## config.mk

```make
export PLATFORM = sky130hd
export DESIGN_NAME = tracker_pattern_repacker
export DESIGN_NICKNAME = d
export VERILOG_FILES = /design/src/sv/tpr_pkg.sv /design/src/sv/tpr_parser.sv /design/src/sv/tpr_cmd_fifo.sv /design/src/sv/tpr_row_drain.sv /design/src/sv/tracker_pattern_repacker.sv
export SDC_FILE = /design/constraint.sdc
export NUM_CORES = 2
export LEC_CHECK = 0
export ABC_AREA = 0
export BUFFER_PORTS_ARGS = -buffer_cell sky130_fd_sc_hd__buf_2
export CORE_MARGIN = 3
export CORE_UTILIZATION = 60
export CTS_CLUSTER_SIZE = 10
export DETAILED_ROUTE_END_ITERATION = 6
export GPL_TIMING_DRIVEN = 0
export PLACE_DENSITY = 0.77
export SYNTH_ARGS = -nofsm -noshare
export SYNTH_HDL_FRONTEND = slang
export SYNTH_SLANG_ARGS = --single-unit
```

## constraint.sdc

```tcl
create_clock -name clk -period 8.1 [get_ports clk]
set_clock_uncertainty 0.1 [all_clocks]
set_input_delay 1.62 -clock clk [delete_from_list [all_inputs] [get_ports clk]]
set_output_delay 1.62 -clock clk [all_outputs]
set_load 0.05 [all_outputs]
```

## src/sv/tpr_pkg.sv

```systemverilog
// Package for the tracker pattern repacker.
// Holds the cell and command types, sizes, phase and state enums and the cell builder.
// No dependencies.
package tpr_pkg;

  localparam int unsigned MAX_CHANNELS_DEF = 32;
  localparam int unsigned CMD_DEPTH        = 4;
  localparam int unsigned CH_W             = 5;
  localparam int unsigned CNT_W            = 6;
  localparam logic [CNT_W-1:0] CNT_RESET   = 6'd8;

  localparam logic [7:0] FLAG_BASE  = 8'h80;
  localparam logic [7:0] FLAG_NOTE  = 8'h03;
  localparam logic [7:0] FLAG_VOL   = 8'h04;
  localparam logic [7:0] FLAG_EFF   = 8'h18;
  localparam logic [6:0] NOTE_EMPTY = 7'd97;

  localparam int unsigned LEAD_CH_BIT_HI = 4;
  localparam int unsigned LEAD_NOTE_BIT  = 5;
  localparam int unsigned LEAD_VOL_BIT   = 6;
  localparam int unsigned LEAD_EFF_BIT   = 7;
  localparam int unsigned NOTE_XINS_BIT  = 7;

  typedef enum logic [2:0] {
    PH_LEAD, PH_NOTE, PH_INS, PH_INSHI, PH_VOL, PH_EFF, PH_PARAM
  } phase_t;

  typedef enum logic {
    BK_IDLE, BK_DRAIN
  } back_state_t;

  typedef struct packed {
    logic [7:0] flags;
    logic [6:0] note;
    logic [6:0] instrument;
    logic [7:0] volume;
    logic [7:0] effect;
    logic [7:0] param;
  } cell_t;

  typedef struct packed {
    logic             row_end;
    logic [CH_W-1:0]  channel;
    logic [CNT_W-1:0] count;
    cell_t            cell_data;
  } cmd_t;

  // Builds a stored cell from a finished entry. Unflagged fields are already zero.
  function automatic cell_t make_cell(input logic [7:0] lead, input logic [7:0] note,
                                      input logic [6:0] ins, input logic [7:0] vol,
                                      input logic [7:0] eff, input logic [7:0] param);
    cell_t c;
    c.flags      = FLAG_BASE;
    c.note       = '0;
    c.instrument = ins;
    c.volume     = vol;
    c.effect     = eff;
    c.param      = param;
    if (lead[LEAD_NOTE_BIT]) begin
      c.flags = c.flags | FLAG_NOTE;
      c.note  = note[6:0];
      if (c.note == 7'd0 || c.note > NOTE_EMPTY) begin
        c.note = NOTE_EMPTY;
      end
    end
    if (lead[LEAD_VOL_BIT]) begin
      c.flags = c.flags | FLAG_VOL;
    end
    if (lead[LEAD_EFF_BIT]) begin
      c.flags = c.flags | FLAG_EFF;
    end
    return c;
  endfunction

endpackage

```

## src/sv/tpr_parser.sv

```systemverilog
// Front end of the tracker pattern repacker: parses the packed byte stream.
// Emits store and row-end commands into the command queue. Depends on tpr_pkg.
module tpr_parser
  import tpr_pkg::*;
(
  input  logic             clk,
  input  logic             rst_n,
  input  logic             byte_valid,
  output logic             byte_ready,
  input  logic [7:0]       data_byte,
  input  logic [CNT_W-1:0] active_count,
  input  logic             queue_full,
  output logic             push,
  output cmd_t             push_cmd
);

  phase_t     phase_r, phase_nxt;
  logic [7:0] lead_r, lead_nxt;
  logic [7:0] note_r, note_nxt;
  logic [6:0] ins_r, ins_nxt;
  logic [7:0] vol_r, vol_nxt;
  logic [7:0] eff_r, eff_nxt;
  logic       accept;
  logic       want_push;
  logic       lead6, lead7;

  assign byte_ready = !queue_full;
  assign accept     = byte_valid && byte_ready;
  assign lead6      = lead_r[LEAD_VOL_BIT];
  assign lead7      = lead_r[LEAD_EFF_BIT];

  // Next phase and pending data.
  always_comb begin
    phase_nxt = phase_r;
    lead_nxt  = lead_r;
    note_nxt  = note_r;
    ins_nxt   = ins_r;
    vol_nxt   = vol_r;
    eff_nxt   = eff_r;
    if (accept) begin
      case (phase_r)
        PH_LEAD: begin
          if (data_byte != 8'd0) begin
            lead_nxt = data_byte;
            note_nxt = '0;
            ins_nxt  = '0;
            vol_nxt  = '0;
            eff_nxt  = '0;
            if (data_byte[LEAD_NOTE_BIT]) begin
              phase_nxt = PH_NOTE;
            end else if (data_byte[LEAD_VOL_BIT]) begin
              phase_nxt = PH_VOL;
            end else if (data_byte[LEAD_EFF_BIT]) begin
              phase_nxt = PH_EFF;
            end
          end
        end
        PH_NOTE: begin
          note_nxt  = data_byte;
          phase_nxt = PH_INS;
        end
        PH_INS: begin
          ins_nxt = data_byte[6:0];
          if (note_r[NOTE_XINS_BIT]) begin
            phase_nxt = PH_INSHI;
          end else if (lead6) begin
            phase_nxt = PH_VOL;
          end else if (lead7) begin
            phase_nxt = PH_EFF;
          end else begin
            phase_nxt = PH_LEAD;
          end
        end
        PH_INSHI: begin
          if (lead6) begin
            phase_nxt = PH_VOL;
          end else if (lead7) begin
            phase_nxt = PH_EFF;
          end else begin
            phase_nxt = PH_LEAD;
          end
        end
        PH_VOL: begin
          vol_nxt   = data_byte;
          phase_nxt = lead7 ? PH_EFF : PH_LEAD;
        end
        PH_EFF: begin
          eff_nxt   = data_byte;
          phase_nxt = PH_PARAM;
        end
        PH_PARAM: begin
          phase_nxt = PH_LEAD;
        end
        default: begin
          phase_nxt = PH_LEAD;
        end
      endcase
    end
  end

  // Command output: a row end, or a finished entry.
  always_comb begin
    want_push          = 1'b0;
    push_cmd.row_end   = 1'b0;
    push_cmd.channel   = lead_r[LEAD_CH_BIT_HI:0];
    push_cmd.count     = active_count;
    push_cmd.cell_data = make_cell(lead_r, note_r, ins_r, vol_r, eff_r, 8'd0);
    case (phase_r)
      PH_LEAD: begin
        push_cmd.channel   = data_byte[LEAD_CH_BIT_HI:0];
        push_cmd.cell_data = make_cell(data_byte, 8'd0, 7'd0, 8'd0, 8'd0, 8'd0);
        if (data_byte == 8'd0) begin
          want_push        = 1'b1;
          push_cmd.row_end = 1'b1;
        end else if (data_byte[7:5] == 3'd0) begin
          want_push = 1'b1;
        end
      end
      PH_INS: begin
        push_cmd.cell_data = make_cell(lead_r, note_r, data_byte[6:0], 8'd0, 8'd0, 8'd0);
        want_push          = !note_r[NOTE_XINS_BIT] && !lead6 && !lead7;
      end
      PH_INSHI: begin
        want_push = !lead6 && !lead7;
      end
      PH_VOL: begin
        push_cmd.cell_data = make_cell(lead_r, note_r, ins_r, data_byte, 8'd0, 8'd0);
        want_push          = !lead7;
      end
      PH_PARAM: begin
        push_cmd.cell_data = make_cell(lead_r, note_r, ins_r, vol_r, eff_r, data_byte);
        want_push          = 1'b1;
      end
      default: begin
        want_push = 1'b0;
      end
    endcase
    // Entries for channels outside the active range are parsed and dropped.
    if (!push_cmd.row_end && ({1'b0, push_cmd.channel} >= active_count)) begin
      want_push = 1'b0;
    end
  end

  assign push = accept && want_push;

  always_ff @(posedge clk) begin
    if (!rst_n) begin
      phase_r <= PH_LEAD;
      lead_r  <= '0;
      note_r  <= '0;
      ins_r   <= '0;
      vol_r   <= '0;
      eff_r   <= '0;
    end else begin
      phase_r <= phase_nxt;
      lead_r  <= lead_nxt;
      note_r  <= note_nxt;
      ins_r   <= ins_nxt;
      vol_r   <= vol_nxt;
      eff_r   <= eff_nxt;
    end
  end

endmodule

```

## src/sv/tpr_cmd_fifo.sv

```systemverilog
// Short command queue between the parser and the row store.
// Depends on tpr_pkg for the command type.
module tpr_cmd_fifo
  import tpr_pkg::*;
#(
  parameter int unsigned DEPTH = CMD_DEPTH
) (
  input  logic clk,
  input  logic rst_n,
  input  logic push,
  input  cmd_t push_cmd,
  output logic full,
  input  logic pop,
  output logic empty,
  output cmd_t head
);

  localparam int unsigned PTR_W = (DEPTH > 1) ? $clog2(DEPTH) : 1;
  localparam int unsigned FILL_W = $clog2(DEPTH + 1);

  cmd_t              slots_r [DEPTH];
  logic [PTR_W-1:0]  wr_ptr_r, wr_ptr_nxt;
  logic [PTR_W-1:0]  rd_ptr_r, rd_ptr_nxt;
  logic [FILL_W-1:0] fill_r, fill_nxt;

  assign full  = (fill_r == FILL_W'(DEPTH));
  assign empty = (fill_r == '0);
  assign head  = slots_r[rd_ptr_r];

  always_comb begin
    wr_ptr_nxt = wr_ptr_r;
    rd_ptr_nxt = rd_ptr_r;
    fill_nxt   = fill_r;
    if (push) begin
      wr_ptr_nxt = (wr_ptr_r == PTR_W'(DEPTH - 1)) ? '0 : wr_ptr_r + 1'b1;
    end
    if (pop) begin
      rd_ptr_nxt = (rd_ptr_r == PTR_W'(DEPTH - 1)) ? '0 : rd_ptr_r + 1'b1;
    end
    if (push && !pop) begin
      fill_nxt = fill_r + 1'b1;
    end else if (pop && !push) begin
      fill_nxt = fill_r - 1'b1;
    end
  end

  always_ff @(posedge clk) begin
    if (push) begin
      slots_r[wr_ptr_r] <= push_cmd;
    end
  end

  always_ff @(posedge clk) begin
    if (!rst_n) begin
      wr_ptr_r <= '0;
      rd_ptr_r <= '0;
      fill_r   <= '0;
    end else begin
      wr_ptr_r <= wr_ptr_nxt;
      rd_ptr_r <= rd_ptr_nxt;
      fill_r   <= fill_nxt;
    end
  end

endmodule

```

## src/sv/tpr_row_drain.sv

```systemverilog
// Back end of the tracker pattern repacker: row store and row drain.
// Executes queued commands and drives the registered result channel. Depends on tpr_pkg.
module tpr_row_drain
  import tpr_pkg::*;
#(
  parameter int unsigned MAX_CHANNELS = MAX_CHANNELS_DEF
) (
  input  logic            clk,
  input  logic            rst_n,
  input  logic            cmd_empty,
  input  cmd_t            cmd_head,
  output logic            cmd_pop,
  output logic            res_valid,
  input  logic            res_ready,
  output cell_t           res_cell,
  output logic [CH_W-1:0] res_channel,
  output logic            res_last
);

  localparam int unsigned IDX_W = (MAX_CHANNELS > 1) ? $clog2(MAX_CHANNELS) : 1;

  back_state_t             state_r, state_nxt;
  cell_t                   cells_r [MAX_CHANNELS];
  logic [MAX_CHANNELS-1:0] valid_r;
  logic [IDX_W-1:0]        idx_r, idx_nxt;
  logic [CNT_W-1:0]        cnt_r, cnt_nxt;
  logic                    out_valid_r;
  cell_t                   out_cell_r;
  logic [CH_W-1:0]         out_ch_r;
  logic                    out_last_r;
  logic                    out_free;
  logic                    is_last;
  logic                    store_en;
  logic                    load_en;
  logic                    clear_all;
  cell_t                   rd_cell;

  assign out_free = !out_valid_r || res_ready;
  assign is_last  = ((CNT_W'(idx_r) + 1'b1) == cnt_r);
  assign rd_cell  = valid_r[idx_r] ? cells_r[idx_r] : cell_t'({FLAG_BASE, 38'd0});

  // Next state.
  always_comb begin
    state_nxt = state_r;
    idx_nxt   = idx_r;
    cnt_nxt   = cnt_r;
    case (state_r)
      BK_IDLE: begin
        if (!cmd_empty && cmd_head.row_end && cmd_head.count != '0) begin
          state_nxt = BK_DRAIN;
          idx_nxt   = '0;
          cnt_nxt   = cmd_head.count;
        end
      end
      BK_DRAIN: begin
        if (out_free) begin
          if (is_last) begin
            state_nxt = BK_IDLE;
          end else begin
            idx_nxt = idx_r + 1'b1;
          end
        end
      end
      default: begin
        state_nxt = BK_IDLE;
      end
    endcase
  end

  // Outputs of the state machine.
  always_comb begin
    cmd_pop   = 1'b0;
    store_en  = 1'b0;
    load_en   = 1'b0;
    clear_all = 1'b0;
    case (state_r)
      BK_IDLE: begin
        if (!cmd_empty) begin
          cmd_pop = 1'b1;
          if (!cmd_head.row_end) begin
            store_en = 1'b1;
          end else if (cmd_head.count == '0) begin
            clear_all = 1'b1;
          end
        end
      end
      BK_DRAIN: begin
        load_en   = out_free;
        clear_all = out_free && is_last;
      end
      default: begin
        cmd_pop = 1'b0;
      end
    endcase
  end

  always_ff @(posedge clk) begin
    if (store_en) begin
      cells_r[cmd_head.channel[IDX_W-1:0]] <= cmd_head.cell_data;
    end
    if (load_en) begin
      out_cell_r <= rd_cell;
      out_ch_r   <= CH_W'(idx_r);
      out_last_r <= is_last;
    end
  end

  always_ff @(posedge clk) begin
    if (!rst_n) begin
      state_r     <= BK_IDLE;
      valid_r     <= '0;
      idx_r       <= '0;
      cnt_r       <= '0;
      out_valid_r <= 1'b0;
    end else begin
      state_r <= state_nxt;
      idx_r   <= idx_nxt;
      cnt_r   <= cnt_nxt;
      if (clear_all) begin
        valid_r <= '0;
      end else if (store_en) begin
        valid_r[cmd_head.channel[IDX_W-1:0]] <= 1'b1;
      end
      if (load_en) begin
        out_valid_r <= 1'b1;
      end else if (res_ready) begin
        out_valid_r <= 1'b0;
      end
    end
  end

  assign res_valid   = out_valid_r;
  assign res_cell    = out_cell_r;
  assign res_channel = out_ch_r;
  assign res_last    = out_last_r;

endmodule

```

## src/sv/tracker_pattern_repacker.sv

```systemverilog
// Top level of the tracker pattern repacker.
// Instantiates tpr_parser, tpr_cmd_fifo and tpr_row_drain; uses tpr_pkg.
//
// The block takes packed pattern data one byte per request and, at each zero
// lead byte, sends one cell per active channel in ascending channel order,
// with row_last set on the final cell. The parser takes one byte every clock
// cycle while the queue is not full and turns each finished entry or row end
// into a command for a four-deep queue. The row store takes one queued store
// per cycle while idle; a row end reads the store out at one cell per cycle,
// while the output is not stalled, into a registered output stage, and a row
// with no data bytes is bound by that drain. While the drain runs the parser
// keeps accepting bytes until the queue holds four commands. The store is
// cleared in the same cycle as the last cell of a row is read, so no clearing
// pass follows reset. The channel count register sits at byte address 0 of
// the APB port; entries for channels at or above the count in force when
// they complete are dropped.
module tracker_pattern_repacker
  import tpr_pkg::*;
#(
  parameter int unsigned MAX_CHANNELS = MAX_CHANNELS_DEF
) (
  input  logic        clk,
  input  logic        rst_n,
  input  logic        in_valid,
  output logic        in_ready,
  input  logic [7:0]  in_data_byte,
  output logic        out_valid,
  input  logic        out_ready,
  output logic [7:0]  out_cell_flags,
  output logic [6:0]  out_note_value,
  output logic [6:0]  out_instrument_low,
  output logic [7:0]  out_volume_value,
  output logic [7:0]  out_effect_kind,
  output logic [7:0]  out_effect_param,
  output logic [4:0]  out_channel_index,
  output logic        out_row_last,
  input  logic        psel,
  input  logic        penable,
  input  logic        pwrite,
  input  logic [2:0]  paddr,
  input  logic [31:0] pwdata,
  output logic [31:0] prdata,
  output logic        pready
);

  logic [CNT_W-1:0] count_r;
  logic [CNT_W-1:0] active_count;
  logic             cfg_hit;
  logic             q_full, q_empty, q_push, q_pop;
  cmd_t             q_in, q_head;
  cell_t            res_cell;

  // Register 0 covers byte addresses 0 to 3; the upper half of the space holds nothing.
  assign cfg_hit = !paddr[2];
  assign pready  = 1'b1;
  assign prdata  = cfg_hit ? {{(32 - CNT_W){1'b0}}, count_r} : 32'd0;

  always_ff @(posedge clk) begin
    if (!rst_n) begin
      count_r <= CNT_RESET;
    end else if (psel && penable && pwrite && cfg_hit) begin
      count_r <= pwdata[CNT_W-1:0];
    end
  end

  // A count above the store depth behaves as the store depth.
  assign active_count = (count_r > CNT_W'(MAX_CHANNELS)) ? CNT_W'(MAX_CHANNELS) : count_r;

  tpr_parser u_parser (
    .clk         (clk),
    .rst_n       (rst_n),
    .byte_valid  (in_valid),
    .byte_ready  (in_ready),
    .data_byte   (in_data_byte),
    .active_count(active_count),
    .queue_full  (q_full),
    .push        (q_push),
    .push_cmd    (q_in)
  );

  tpr_cmd_fifo #(
    .DEPTH(CMD_DEPTH)
  ) u_fifo (
    .clk     (clk),
    .rst_n   (rst_n),
    .push    (q_push),
    .push_cmd(q_in),
    .full    (q_full),
    .pop     (q_pop),
    .empty   (q_empty),
    .head    (q_head)
  );

  tpr_row_drain #(
    .MAX_CHANNELS(MAX_CHANNELS)
  ) u_drain (
    .clk        (clk),
    .rst_n      (rst_n),
    .cmd_empty  (q_empty),
    .cmd_head   (q_head),
    .cmd_pop    (q_pop),
    .res_valid  (out_valid),
    .res_ready  (out_ready),
    .res_cell   (res_cell),
    .res_channel(out_channel_index),
    .res_last   (out_row_last)
  );

  assign out_cell_flags     = res_cell.flags;
  assign out_note_value     = res_cell.note;
  assign out_instrument_low = res_cell.instrument;
  assign out_volume_value   = res_cell.volume;
  assign out_effect_kind    = res_cell.effect;
  assign out_effect_param   = res_cell.param;

endmodule
```

Yosys cells after proc, flatten, opt, wreduce, memory -nomap -nowiden
Memory sizes are Yosys's and may differ from the RTL's. A register that Yosys moved wholly into a read port is not among the register bits.
Cells that the tools add are included.
- input port bits: 50
- word-level logic and storage cells: 164
- RAM bits: 1704
- bits in read-only memories: 0
- register bits: 106
- output and inout port bits: 87
- bits in latches: 0
- memories: 2
- equal/unequal tests: 15
- shift operators: 0
- add/sub/neg operators: 6
- bitwise gates (word level): 3
- mux-type cells: 64
- reductions and logical operators: 51
- $mul: 0
- magnitude comparators: 6
- divide/modulo/power cells: 0
- memories (name ; depth ; bits a word ; rd ports ; clocked after memory_dff ; wr ports ; RTL line ; text):
    u_drain.cells_r ; 32 ; 46 ; 1 ; 1 ; 1 ; tpr_row_drain.sv:23 ; cell_t cells_r [MAX_CHANNELS];
    u_fifo.slots_r ; 4 ; 58 ; 1 ; 1 ; 1 ; tpr_cmd_fifo.sv:21 ; cmd_t slots_r [DEPTH];
- operator list (kind ; count):
    $pmux W46 S4 ; 1
    $pmux W8 S2 ; 3
    $mux W3 ; 11
    $or A32 B32 Y32 ; 1
    $mux W5 ; 5
    $mux W1 ; 24
    $reduce_and A3 Y1 ; 7
    $mux W6 ; 3
    $mux W9 ; 2
    $pmux W3 S6 ; 1
    $logic_and A1 B1 Y1 ; 15
    $mux W7 ; 2
    $pmux W7 S2 ; 1
    $eq A3 B3 Y1 const B ; 4
    $lt A5 B6 Y1 const B ; 2
    $reduce_bool A2 Y1 ; 6
    $logic_not A1 Y1 ; 11
    $pmux W5 S2 ; 1
    $logic_not A3 Y1 ; 3
    $logic_not A8 Y1 ; 1
    $mux W2 ; 4
    $mux W8 ; 1
    $reduce_bool A8 Y1 ; 1
    $gt A7 B7 Y1 const B ; 1
    other kinds (26) ; 34

Depth between registers and ports, before layout
- depth in word-level cells: 11
- gate-level depth with buffers: 17

Hierarchy
From an unflattened synthesis, not the netlist that was laid out.
- cell total of the unflattened synthesis: 3830
- area total of the unflattened synthesis: 72589.6 um^2
- modules (own cells, without submodules) (module ; area an instance (um^2) ; instances ; cells an instance):
    tpr_row_drain ; 60641.9 ; 1 ; 3104
    tpr_cmd_fifo ; 8851.0 ; 1 ; 347
    tpr_parser ; 2543.7 ; 1 ; 311
    tracker_pattern_repacker ; 553.0 ; 1 ; 68

Worst setup path before layout
OpenSTA, ideal clock, no wires.
- kind: in2reg
- from: input port out_ready
- to: register u_drain.idx_r[3]
- setup time: 0.074 ns
- setup slack: 2.602 ns
- stages on the path: 5
- data arrival time: 5.323 ns
- data required time: 7.926 ns
- path through: nor2b_1 -> nor2b_1 -> o21ai_0 -> or3_1 -> a31oi_1
- cells in the longest elaborated chain, start to end: 3
- ends and longest elaborated chain (item ; RTL line ; text):
    start: declaration ; tracker_pattern_repacker.sv:28 ; input logic out_ready,
    $logic_or A1 B1 Y1 ; tpr_row_drain.sv:38 ; assign out_free = !out_valid_r || res_ready;
    $ne A2 B2 Y1 (no source line) ; n/a ;
    $reduce_and A3 Y1 (no source line) ; n/a ;
    end signal: assignment ; tpr_row_drain.sv:117 ; idx_r <= idx_nxt;
    end: declaration ; tpr_row_drain.sv:25 ; logic [IDX_W-1:0] idx_r, idx_nxt;
No other way between the ends.
A chain may end at the register's enable or synchronous reset.

==> flow_summary.html <==
<table>
<tr><th>Metric</th><th>Value</th></tr>
<tr><th colspan="2">Outcome</th></tr>
<tr><td>Outcome</td><td>finished with violations</td></tr>
<tr><td>Violated checks</td><td>DRC, capacitance limit, slew limit</td></tr>
<tr><th colspan="2">Routing</th></tr>
<tr><td>Via count normalized by instance count</td><td>7.14</td></tr>
<tr><td>Mean routed wirelength per cell</td><td>roughly 37 um</td></tr>
<tr><td>Via count</td><td>~33000</td></tr>
<tr><td>Antenna Violating Nets Remaining</td><td>0</td></tr>
<tr><td>Drt pass-1 iters</td><td>7</td></tr>
<tr><td>Number of DRC violations after detailed routing</td><td>1</td></tr>
<tr><td>Routed wire length</td><td>172000 um</td></tr>
<tr><td>Number of DRC markers in iteration 0</td><td>approximately 5700</td></tr>
<tr><th colspan="2">Logic synthesis</th></tr>
<tr><td>Register bit count reported by yosys</td><td>1673</td></tr>
<tr><td>Library cells used by synthesis</td><td>57</td></tr>
<tr><td>Sequential cell area fraction in the yosys report</td><td>0.769</td></tr>
<tr><td>Ys flop type</td><td>edfxtp_1</td></tr>
<tr><td>Cell area after synthesis</td><td>approximately 64000 sq um</td></tr>
<tr><td>Post-Synthesis Cells</td><td>2855</td></tr>
<tr><td>Total of warnings raised by yosys</td><td>0</td></tr>
<tr><td>Post-synth EDFFs</td><td>1571</td></tr>
<tr><td>Async set-reset flop share out of synthesis</td><td>0</td></tr>
<tr><td>Average footprint of a synthesized cell</td><td>roughly 22 sq um</td></tr>
<tr><th colspan="2">Layout</th></tr>
<tr><td>Layout overhead on the synthesized area</td><td>13.9%</td></tr>
<tr><td>Post-route cell area</td><td>72900 sq um</td></tr>
<tr><td>Most used cells in the layout excluding fill and tap cells</td><td>1571 x edfxtp_1, 473 x mux4_2, 187 x clkbuf_16</td></tr>
<tr><td>Post-layout utilization of the core</td><td>0.691</td></tr>
<tr><td>Number of cells in the finished layout apart from fillers</td><td>4653</td></tr>
<tr><td>NumNets Final</td><td>about 3300</td></tr>
<tr><td>Number of fill cells in the layout</td><td>just under 6000</td></tr>
<tr><td>Commonest non-fill, non-tap cell in the layout</td><td>edfxtp_1</td></tr>
<tr><td>Number of antenna diodes</td><td>0</td></tr>
<tr><td>Layout cell share with drive strength beyond 1</td><td>0.290</td></tr>
<tr><th colspan="2">Timing</th></tr>
<tr><td>Setup repair after global routing missed its margin</td><td>false</td></tr>
<tr><td>Final Cycle Share</td><td>0.617</td></tr>
<tr><td>Worst-Margin Slew</td><td>~1500 ps</td></tr>
<tr><td>Worst Slack Setup Final</td><td>slightly above 3000 ps</td></tr>
<tr><td>Max-slew headroom at the worst pin</td><td>-0.0185</td></tr>
<tr><td>Hold Violations, Final</td><td>0</td></tr>
<tr><td>Fmax</td><td>between 0.2 and 0.25 GHz</td></tr>
<tr><td>Shortest period the worst path allows</td><td>around 5000 ps</td></tr>
<tr><td>Final setup violating endpoints</td><td>0</td></tr>
<tr><td>Number of slew-limit violations in the final report</td><td>11</td></tr>
<tr><th colspan="2">Floorplanning</th></tr>
<tr><td>Ports</td><td>around 140</td></tr>
<tr><td>Area inside the core boundary</td><td>around 110000 sq um</td></tr>
<tr><td>Floorplan row count</td><td>119</td></tr>
<tr><td>Die Y</td><td>roughly 330 um</td></tr>
<tr><td>Horiz. Die Dim</td><td>between 300 and 400 um</td></tr>
<tr><td>Die area</td><td>around 110000 sq um</td></tr>
<tr><td>Starting Density</td><td>0.607</td></tr>
<tr><th colspan="2">Clock network</th></tr>
<tr><td>Maximum clock path buffer count</td><td>3</td></tr>
<tr><td>Setup Fix Bufs, Post-CTS</td><td>0</td></tr>
<tr><td>Clock tree root buffer cell</td><td>clkbuf_16</td></tr>
<tr><td>Maximum level of the CTS H-tree</td><td>4</td></tr>
<tr><td>Clock slew at the register clock pins of the worst setup and hold paths</td><td>roughly 60 ps</td></tr>
<tr><td>Total of cells resized after clock tree synthesis</td><td>0</td></tr>
<tr><td>Clock latency of the later-clocked register in the worst-skew pair</td><td>approximately 800 ps</td></tr>
<tr><td>CTS tree</td><td>done</td></tr>
<tr><td>Number of hold buffers added after cts</td><td>0</td></tr>
<tr><td>CTS Buf Count</td><td>~190</td></tr>
<tr><td>Number of clock sinks</td><td>between 1500 and 2000</td></tr>
<tr><th colspan="2">Critical path</th></tr>
<tr><td>Critical path required time</td><td>about 8700 ps</td></tr>
<tr><td>Worst Path Class, Setup</td><td>reg -&gt; reg</td></tr>
<tr><td>Startpoint type of the worst setup path</td><td>flip-flop</td></tr>
<tr><td>Critical path capture point type</td><td>flip-flop</td></tr>
<tr><td>Arrival time reported for the critical path endpoint</td><td>5590 ps</td></tr>
<tr><td>Sequence of cells on the critical path</td><td>clkbuf_1 -&gt; nor3_1 -&gt; clkbuf_1 -&gt; o21ai_0 -&gt; ha_1 -&gt; a21oi_1 -&gt; o21ai_0 -&gt; a21oi_1 -&gt; o311a_1 -&gt; clkbuf_1 -&gt; ha_1 -&gt; inv_1 -&gt; fa_1 -&gt; xor2_1 -&gt; or3_1 -&gt; a21oi_1</td></tr>
<tr><td>Max stage delay cell, worst path</td><td>nor3_1</td></tr>
<tr><td>Stage delay of the slowest cell on the critical path</td><td>roughly 670 ps</td></tr>
<tr><td>Largest fanout on the critical path</td><td>10</td></tr>
<tr><th colspan="2">Global route</th></tr>
<tr><td>Pin count of the biggest net entering global routing</td><td>54</td></tr>
<tr><td>Most Used Layer, Global Route</td><td>met2</td></tr>
<tr><td>Met2 global-route usage</td><td>0.511</td></tr>
<tr><td>Wire length of the first global-routing pass</td><td>247000 um</td></tr>
<tr><td>Number of global-route vias before repair</td><td>34200</td></tr>
<tr><td>Number of antenna violations at the first check in global routing</td><td>3</td></tr>
<tr><td>Global router's overall resource usage</td><td>0.317</td></tr>
<tr><td>Grt total ovfl</td><td>0</td></tr>
<tr><td>Met1 usage in global routing</td><td>0.420</td></tr>
<tr><td>Met3 layer usage reported by global route</td><td>0.0654</td></tr>
<tr><th colspan="2">Pwr</th></tr>
<tr><td>Static Leak</td><td>between 20 and 25 nW</td></tr>
<tr><td>Power density over the cells</td><td>between 300 and 400 nW/um^2</td></tr>
<tr><td>Overall power of the completed layout</td><td>23.3 mW</td></tr>
<tr><td>Maximum vdd ir drop</td><td>0.243 mV</td></tr>
<tr><th colspan="2">Placement</th></tr>
<tr><td>Final HPWL from detailed placement</td><td>about 100000 um</td></tr>
<tr><td>Final weighted congestion in routability-driven placement</td><td>between 0.8 and 0.9</td></tr>
<tr><td>Placed cell areas</td><td>between 60000 and 70000 sq um</td></tr>
<tr><td>Placed Cells incl. Taps</td><td>between 4000 and 5000</td></tr>
<tr><td>Pre-CTS setup slack</td><td>approximately 2500 ps</td></tr>
<tr><td>Number of buffers inserted by port buffering</td><td>between 70 and 80</td></tr>
<tr><th colspan="2">Min path</th></tr>
<tr><td>Hold WC Path Type</td><td>reg -&gt; reg</td></tr>
<tr><th colspan="2">Flow run</th></tr>
<tr><td>Max capacitance violation total</td><td>1</td></tr>
</table>
stage by stage:
stage / hold slack, ps / TNS [ps]
finish: 367 / 0
global route: 374 / 0
CTS: 361 / 0
detailed placement: 334 / 0
global placement: 341 / -1810
floorplan: 303 / 0
synthesized netlist by cell type, drive strengths merged (5+ instances only):
library cell	n	share of area
a21oi	26	0.0022
a22o	8	0.0011
a22oi	19	0.0022
and2	26	0.0025
buf	114	0.010
clkbuf	69	0.0040
dfxtp	102	0.032
edfxtp	1571	0.74
ha	12	0.0023
inv	17	0.0010
mux2i	64	0.010
mux4	473	0.17
nand2	55	0.0032
nand2b	11	0.0011
nand3	26	0.0020
nand3b	5	0.00059
nor2	121	0.0071
nor2b	12	0.0012
nor3	8	0.00080
o21a	34	0.0040
o21ai	19	0.0015
or3	6	0.00059
xor2	6	0.00082
flip-flops by register name (all words and copies together), names as in the netlist, 5 cells and up, named ones only:
| name | count |
|---|---|
| u_parser.vol_r | 8 |
| u_fifo.slots_r | 212 |
| u_drain.res_channel | 5 |
| u_drain.idx_r | 5 |
| u_parser.ins_r | 7 |
| u_drain.valid_r | 32 |
| u_parser.note_r | 8 |
| count_r | 6 |
| u_drain.cells_r | 1312 |
| u_drain.res_cell | 41 |
| u_drain.cnt_r | 6 |
| u_parser.eff_r | 8 |
| u_parser.lead_r | 8 |
critical path, delay by kind of cell (launching register included):
family | cells | cell delay (ps)
AOI/OAI and AO/OA | 6 | 1230
and+or+nand+nor | 2 | 970
DFF | 1 | 300
xor gates and xnor gates | 1 | 170
buffers and inverters | 4 | 1050
adders and majority gates | 3 | 1100
cells by family after synthesis:
group	count (synthesis)	share of synthesized area
multiplexers	540	0.177
other	2	0.000117
flip-flops	1673	0.769
buffers and inverters	200	0.0150
AND/OR/NAND/NOR	292	0.0217
AO/OA/AOI/OAI	125	0.0136
adder cells (fa/ha/maj)	13	0.00266
XOR/XNOR	10	0.00137
where the power goes:
group / total (mW) / switching [mW] / internal, mW
clock: 7.42 / 3.22 / 4.21
sequential: 11.0 / 0.136 / 10.9
combinational: 4.85 / 3.26 / 1.59
path summary, 6_finish.rpt:
| path | endpoint | cells past startpoint | slack (ps) | startpoint |
|---|---|---|---|---|
| worst min-delay path | u_parser.vol_r[5] | 2 | 370 | u_parser.vol_r[5] |
| worst min register to register | u_parser.vol_r[5] | 2 | 370 | u_parser.vol_r[5] |
| worst max-delay path | u_fifo.fill_r[2] | 16 | 3100 | u_parser.phase_r[2] |
| worst max register to register | u_fifo.fill_r[2] | 16 | 3100 | u_parser.phase_r[2] |
cell type report:
cell class,instances,area (sq um),area share
flip-flops and latches,1673,49200,0.675
clock inverters,14,231,0.00318
well taps,1391,1740,0.0239
inverters,17,63.8,0.000875
repair buffers,129,1660,0.0228
plain buffers,183,900,0.0123
clock buffers,236,4870,0.0669
multi-input cells,1010,14200,0.195
per-layer routing:
metal,vias up,wire length [um],share of wire
li1,12500,-,-
met1,17100,57800,0.34
met2,2986,85000,0.49
met3,607,20000,0.12
met4,0,9320,0.054
met5,-,0,0
(Power assumes the default switching activity.)
